==> src/rtl/lap3_pkg.sv <==
// Shared constants, codes and types of the 3x3 Laplacian edge filter.
`default_nettype none

package lap3_pkg;

    localparam int MaxWidth    = 1024;
    localparam int MaxHeight   = 1024;
    localparam int MaxChannels = 4;
    localparam int KernelSize  = 3;
    localparam int StoreDepth  = MaxWidth * MaxChannels;

    localparam int ColW   = $clog2(MaxWidth);
    localparam int RowW   = $clog2(MaxHeight + 2);
    localparam int ChW    = $clog2(MaxChannels);
    localparam int AddrW  = $clog2(StoreDepth);
    localparam int CfgW   = 11;
    localparam int CfgIdxW = 2;
    localparam int PixW   = 8;
    localparam int SumW   = 12;

    typedef enum logic [CfgIdxW-1:0] {
        CFG_IMAGE_WIDTH,
        CFG_IMAGE_HEIGHT,
        CFG_CHANNEL_COUNT
    } lap3_cfg_idx_t;

    typedef enum logic {
        REQ_SAMPLE = 1'b0,
        REQ_FLUSH  = 1'b1
    } lap3_req_t;

    // one column of three rows, top row at index 0
    typedef logic [KernelSize-1:0][PixW-1:0] lap3_col_t;
    // window[row][column], column 2 is the newest
    typedef logic [KernelSize-1:0][KernelSize-1:0][PixW-1:0] lap3_win_t;

    // both line stores share one address, so one word carries both bytes
    typedef struct packed {
        logic [PixW-1:0] upper;
        logic [PixW-1:0] middle;
    } lap3_pair_t;

    typedef struct packed {
        logic             en;
        logic [AddrW-1:0] addr;
        lap3_pair_t       data;
    } lap3_store_wr_t;

endpackage

`default_nettype wire

==> src/rtl/lap3_kernel.sv <==
// Window shift, 8-neighbour Laplacian sum and clamp for one channel.
`default_nettype none

module lap3_kernel import lap3_pkg::*; (
    input  wire lap3_win_t       win,
    input  wire lap3_col_t       col,
    input  wire logic            first_col,
    output lap3_win_t            win_next,
    output logic [PixW-1:0]      result
);

    lap3_win_t              shifted;
    logic [SumW-2:0]        nb_sum;
    logic [SumW-2:0]        centre8;
    logic signed [SumW-1:0] sum;

    always_comb
    begin
        for (int r = 0; r < KernelSize; r++)
        begin
            shifted[r][0] = win[r][1];
            shifted[r][1] = win[r][2];
            // right neighbour of the last column lies outside the image
            shifted[r][2] = first_col ? '0 : col[r];
        end
    end

    always_comb
    begin
        nb_sum = '0;
        for (int r = 0; r < KernelSize; r++)
        begin
            for (int k = 0; k < KernelSize; k++)
            begin
                if (!(r == 1 && k == 1))
                begin
                    nb_sum = nb_sum + (SumW-1)'(shifted[r][k]);
                end
            end
        end
        centre8 = {shifted[1][1], 3'b000};
        sum     = signed'({1'b0, centre8}) - signed'({1'b0, nb_sum});
        if (sum[SumW-1])
        begin
            result = '0;
        end
        else if (sum[SumW-2:PixW] != '0)
        begin
            result = '1;
        end
        else
        begin
            result = sum[PixW-1:0];
        end
    end

    // a new row starts with the left neighbours outside the image
    always_comb
    begin
        for (int r = 0; r < KernelSize; r++)
        begin
            win_next[r][0] = first_col ? '0 : shifted[r][0];
            win_next[r][1] = first_col ? '0 : shifted[r][1];
            win_next[r][2] = first_col ? col[r] : shifted[r][2];
        end
    end

endmodule

`default_nettype wire

==> config.mk <==
export PLATFORM = sky130hd
export DESIGN_NAME = lap3_kernel
export DESIGN_NICKNAME = d
export VERILOG_FILES = /design/src/rtl/lap3_pkg.sv /design/src/rtl/lap3_kernel.sv
export SDC_FILE = /design/constraint.sdc
export NUM_CORES = 1
export LEC_CHECK = 0
export BUFFER_PORTS_ARGS = -buffer_cell sky130_fd_sc_hd__buf_2
export CAP_MARGIN = 20
export CORE_AREA = 5 5 81 83
export DETAILED_ROUTE_END_ITERATION = 8
export DIE_AREA = 0 0 86 88
export PLACE_DENSITY = 0.86
export SYNTH_ARGS = -nofsm -noshare
export SYNTH_HDL_FRONTEND = slang
export SYNTH_SLANG_ARGS = --single-unit
==> constraint.sdc <==
create_clock -name vclk -period 8.9
set_input_delay 1.335 -clock vclk [all_inputs]
set_output_delay 1.335 -clock vclk [all_outputs]
set_load 0.02 [all_outputs]
# Word-level counts from Yosys, hierarchy flattened
# Index checks and enable logic that the tools add are counted.
dict set report op_classes {
  add_sub_neg 8
  mux 14
  n_reduce_logical 1
}
# cell count
set op_table {}
lappend op_table {{$mux W8} 14}
lappend op_table {{$add A11 B8 Y11} 4}
lappend op_table {{$sub A11 B11 Y12} 1}
lappend op_table {{$add A10 B8 Y11} 1}
lappend op_table {{$add A9 B8 Y10} 1}
lappend op_table {{$add A8 B8 Y9} 1}
lappend op_table {{$reduce_bool A3 Y1} 1}
dict set report totals {
  reg_bits 0
  output_inout_bits 80
  word_cells 23
}

# Logic depth before layout (Yosys ltp)
dict set report depth {
  ltp_word 11
  mapped_depth 17
  depth_no_buf 15
}

# Least setup slack after synthesis
# Ideal clock, no wire load.
dict set report synth_path {
  kind {input port to output port}
  start {in first_col}
  end {out result[6]}
  t_arrival_ns 5.719
  required_ns 7.565
  path_slack_ns 1.846
  cell_stages 16
  path_buffers 2
  cell_sequence {clkbuf_1 -> clkbuf_1 -> nor2b_1 -> fa_1 -> fa_1 -> inv_1 -> fa_1 -> inv_1 -> fa_1 -> inv_1 -> ha_1 -> a21oi_1 -> a21oi_1 -> nor4_1 -> nor4b_4 -> a41oi_1}
}
dict set report synth_via {
  elab_chain_cells 11
  elab_cells_between_ends 13
  classes_between {add/sub (7); mux (5); reduce/logical (1)}
}
# element line
set synth_rtl {}
lappend synth_rtl {{start, declared} lap3_kernel.sv:7} ;# input wire logic first_col,
lappend synth_rtl {{$mux W8} lap3_kernel.sv:24} ;# shifted[r][2] = first_col ? '0 : col[r];
lappend synth_rtl {{$add A9 B8 Y10} lap3_kernel.sv:37} ;# nb_sum = nb_sum + (SumW-1)'(shifted[r][k]);
lappend synth_rtl {{$add A10 B8 Y11} lap3_kernel.sv:37}
lappend synth_rtl {{$add A11 B8 Y11 (3 in series)} lap3_kernel.sv:37}
lappend synth_rtl {{$add A11 B8 Y11 *} lap3_kernel.sv:37}
lappend synth_rtl {{$sub A11 B11 Y12 *} lap3_kernel.sv:42} ;# sum = signed'({1'b0, centre8}) - signed'({1'b0, nb_sum});
lappend synth_rtl {{$reduce_bool A3 Y1} lap3_kernel.sv:47} ;# else if (sum[SumW-2:PixW] != '0)
lappend synth_rtl {{$mux W8} lap3_kernel.sv:47}
lappend synth_rtl {{$mux W8 *} lap3_kernel.sv:43} ;# if (sum[SumW-1])
lappend synth_rtl {{end, declared} lap3_kernel.sv:9} ;# output logic [PixW-1:0] result
# Every way passes the cells marked *; elsewhere a longest branch is shown, timed or not.

# Final worst setup path
dict set report layout_path {
  start {in first_col}
  end {out result[5]}
}
# The elaborated chain is that of the path after synthesis.

==> results_dict.tcl <==
set metrics [dict create \
    outcome "complete, no violations" \
    grt-ovfl-total 0 \
    rsz0062_at_grt "no" \
    finalHoldViolations 0 \
    fin_crit_ns 7.57 \
    synth_cells 324 \
    powerDensity_nw_per_um2 387 \
    max_freq_mhz 132 \
    yosysSeqAreaShare_pct 0 \
    tns_ns 0 \
    gp_congestion 0.820 \
    first_pass_iters 4 \
    critPathMaxFanout 57 \
    placed_area_um2 3400 \
    synth_top_family_by_area "adder cells" \
    setup_viol 0 \
    drv_slew 0 \
    drive_gt1_share_pct 36.5 \
    die_area_um2 7570 \
    final_cell_area_um2 3400 \
    port-buffer-count 153 \
    start_util_pct 45.8 \
    diodes 0 \
    critPathLaunchType "primary input" \
    num-fill-cells 521 \
    cts_setup_buffers 0 \
    die_h_um 88 \
    nNetsFinal 617 \
    dp_hpwl_um 5860 \
    final.period_utilization_pct 85.0 \
    maxSlewHeadroom_pct 43.7 \
    grt_pass1_vias 2462 \
    wl_um 6240 \
    grtUsageTotal_pct 15.5 \
    crit_end "result[5]" \
    endpoint_kind "primary output" \
    worstSetupPathType "in2out" \
    ios 177 \
    yosys.cell_types.count 35 \
    syn_to_final_growth_pct 28.2 \
    antenna_found_initial 0 \
    postRouteAntennaNets 0 \
    grt_pass1_wl_um 9960 \
    hold_class "in2out" \
    synth_compound_area_share_pct 10.9 \
    fp-row-count 28 \
    yosys.area_share.simple_pct 21.7 \
    via_per_inst 4.68 \
    synth_mux_area_share_pct 0.378 \
    post_drt_wl_per_cell_um 12.0 \
    crit_required_ns 7.57 \
    tightest_slew_ns 0.845 \
    clkbuf_count 0 \
    coreArea_um2 5780 \
    avgSynthCellArea_um2 8.18 \
    seq_area_um2 0 \
    critical_path_arrival_ns 6.23 \
    syn-num-nets 493 \
    startpoint "first_col" \
    route.detailed.drc 0 \
    ctsResizeCount 0 \
    synth.area.top_cells "fa_1, inv_1, ha_1, nor2b_1, clkbuf_1" \
    die_w_um 86 \
    synth_area_leader_cell "fa_1" \
    synth_fa_ha_area_share_pct 49.0 \
    hold_buffers 0 \
    leakagePower_nw 1.92 \
    drtIter0Drc 32 \
    yosysTopAreaCellShare_pct 40.1 \
    vdd_drop_max_uv 267 \
    vias 2437 \
    synth_area_um2 2650 \
    grt_max_degree 58 \
    synth_warnings 0 \
    nFlopsAndLatches 0 \
    synth_xor_area_share_pct 2.60 \
    cap_violations 0 \
]
## logic make-up (layout without fill, tap and decap cells)
| kind of cell | Yosys count | in the layout |
|---|---|---|
| mux | 1 | 1 |
| buf+inv | 109 | 231 |
| xor+xnor | 7 | 7 |
| simple gates | 100 | 100 |
| fa+ha+maj | 72 | 72 |
| compound gates | 35 | 35 |
## cell usage in the layout (no fill, tap or decap), drive strengths merged, types with 3 or more instances in the layout
| cell | instances |
|---|---|
| buf | 154 |
| inv | 77 |
| fa | 53 |
| nor2b | 34 |
| nor2 | 31 |
| nand2b | 19 |
| ha | 19 |
| a41oi | 8 |
| a21oi | 7 |
| o21ai | 5 |
| xnor2 | 5 |
| nand2 | 3 |
| a21o | 3 |
| o211ai | 3 |
| nor3 | 3 |
## report_power, final
part | switching, mW | internal (mW)
clock | 0 | 0
combinational | 0.765 | 0.548
sequential | 0 | 0
total | 0.765 | 0.548
## per-stage QoR
stage          setup WS (ns)  utilization, %  std cells  hold slack (ns)  total power [mW]
2_1_floorplan           1.85               -        324             2.81              1.05
3_3_place_gp            1.45            58.7        521             2.90              1.28
3_5_place_dp            1.31            58.7        521             2.90              1.33
4_1_cts                 1.27            58.7        521             2.90              1.34
5_1_grt                0.933            58.7        521             2.91              1.46
6_report                1.33            58.7        521             2.90              1.31
## synth_stat cells, drive strengths merged (2+ instances only)
master and n:
inv 77, fa 53, nor2b 34, clkbuf 32, nor2 31, ha 19, nand2b 19, a41oi 8
a21oi 7, o21ai 5, xnor2 5, a21o 3, nand2 3, nor3 3, o211ai 3, nor4b 2
or2 2, or3 2, xor2 2
## layout make-up
cell class / instances / area, um^2 / area share [%]
Inverter: 77 / 289 / 8.51
Tap cell: 75 / 93.8 / 2.76
Multi-Input combinational cell: 215 / 2240 / 66.0
Timing Repair Buffer: 154 / 773 / 22.8
## worst min path at each step
stage | start | to | slack (ns) | cells after the start
floorplan | win[8] | win_next[0] | 2.81 | 2
global placement | col[6] | win_next[22] | 2.90 | 2
detailed placement | col[8] | win_next[40] | 2.90 | 2
CTS | col[8] | win_next[40] | 2.90 | 2
global route | col[8] | win_next[40] | 2.91 | 2
finish | col[8] | win_next[40] | 2.90 | 2
## worst max-delay path, cell delays in order
cell	delay (ns)
buf_2	0.64
buf_4	0.33
nor2b_1	0.08
fa_1	0.39
fa_1	0.49
inv_1	0.05
fa_1	0.53
inv_1	0.05
fa_1	0.51
inv_1	0.05
ha_1	0.20
o211ai_1	0.25
a21oi_1	0.16
or2_4	0.27
a311oi_4	0.47
a41oi_1	0.19
buf_2	0.20
## per-layer routing
layer  vias to the layer above  wire (um)  global-route usage [%]
li1                       1210          -                       -
met1                      1127       2240                    18.2
met4                         0         14                   0.432
met5                         -          0                       0
met3                         2        496                    1.13
met2                        98       3500                    32.1
Note: power is estimated with default switching activity, not from simulation.
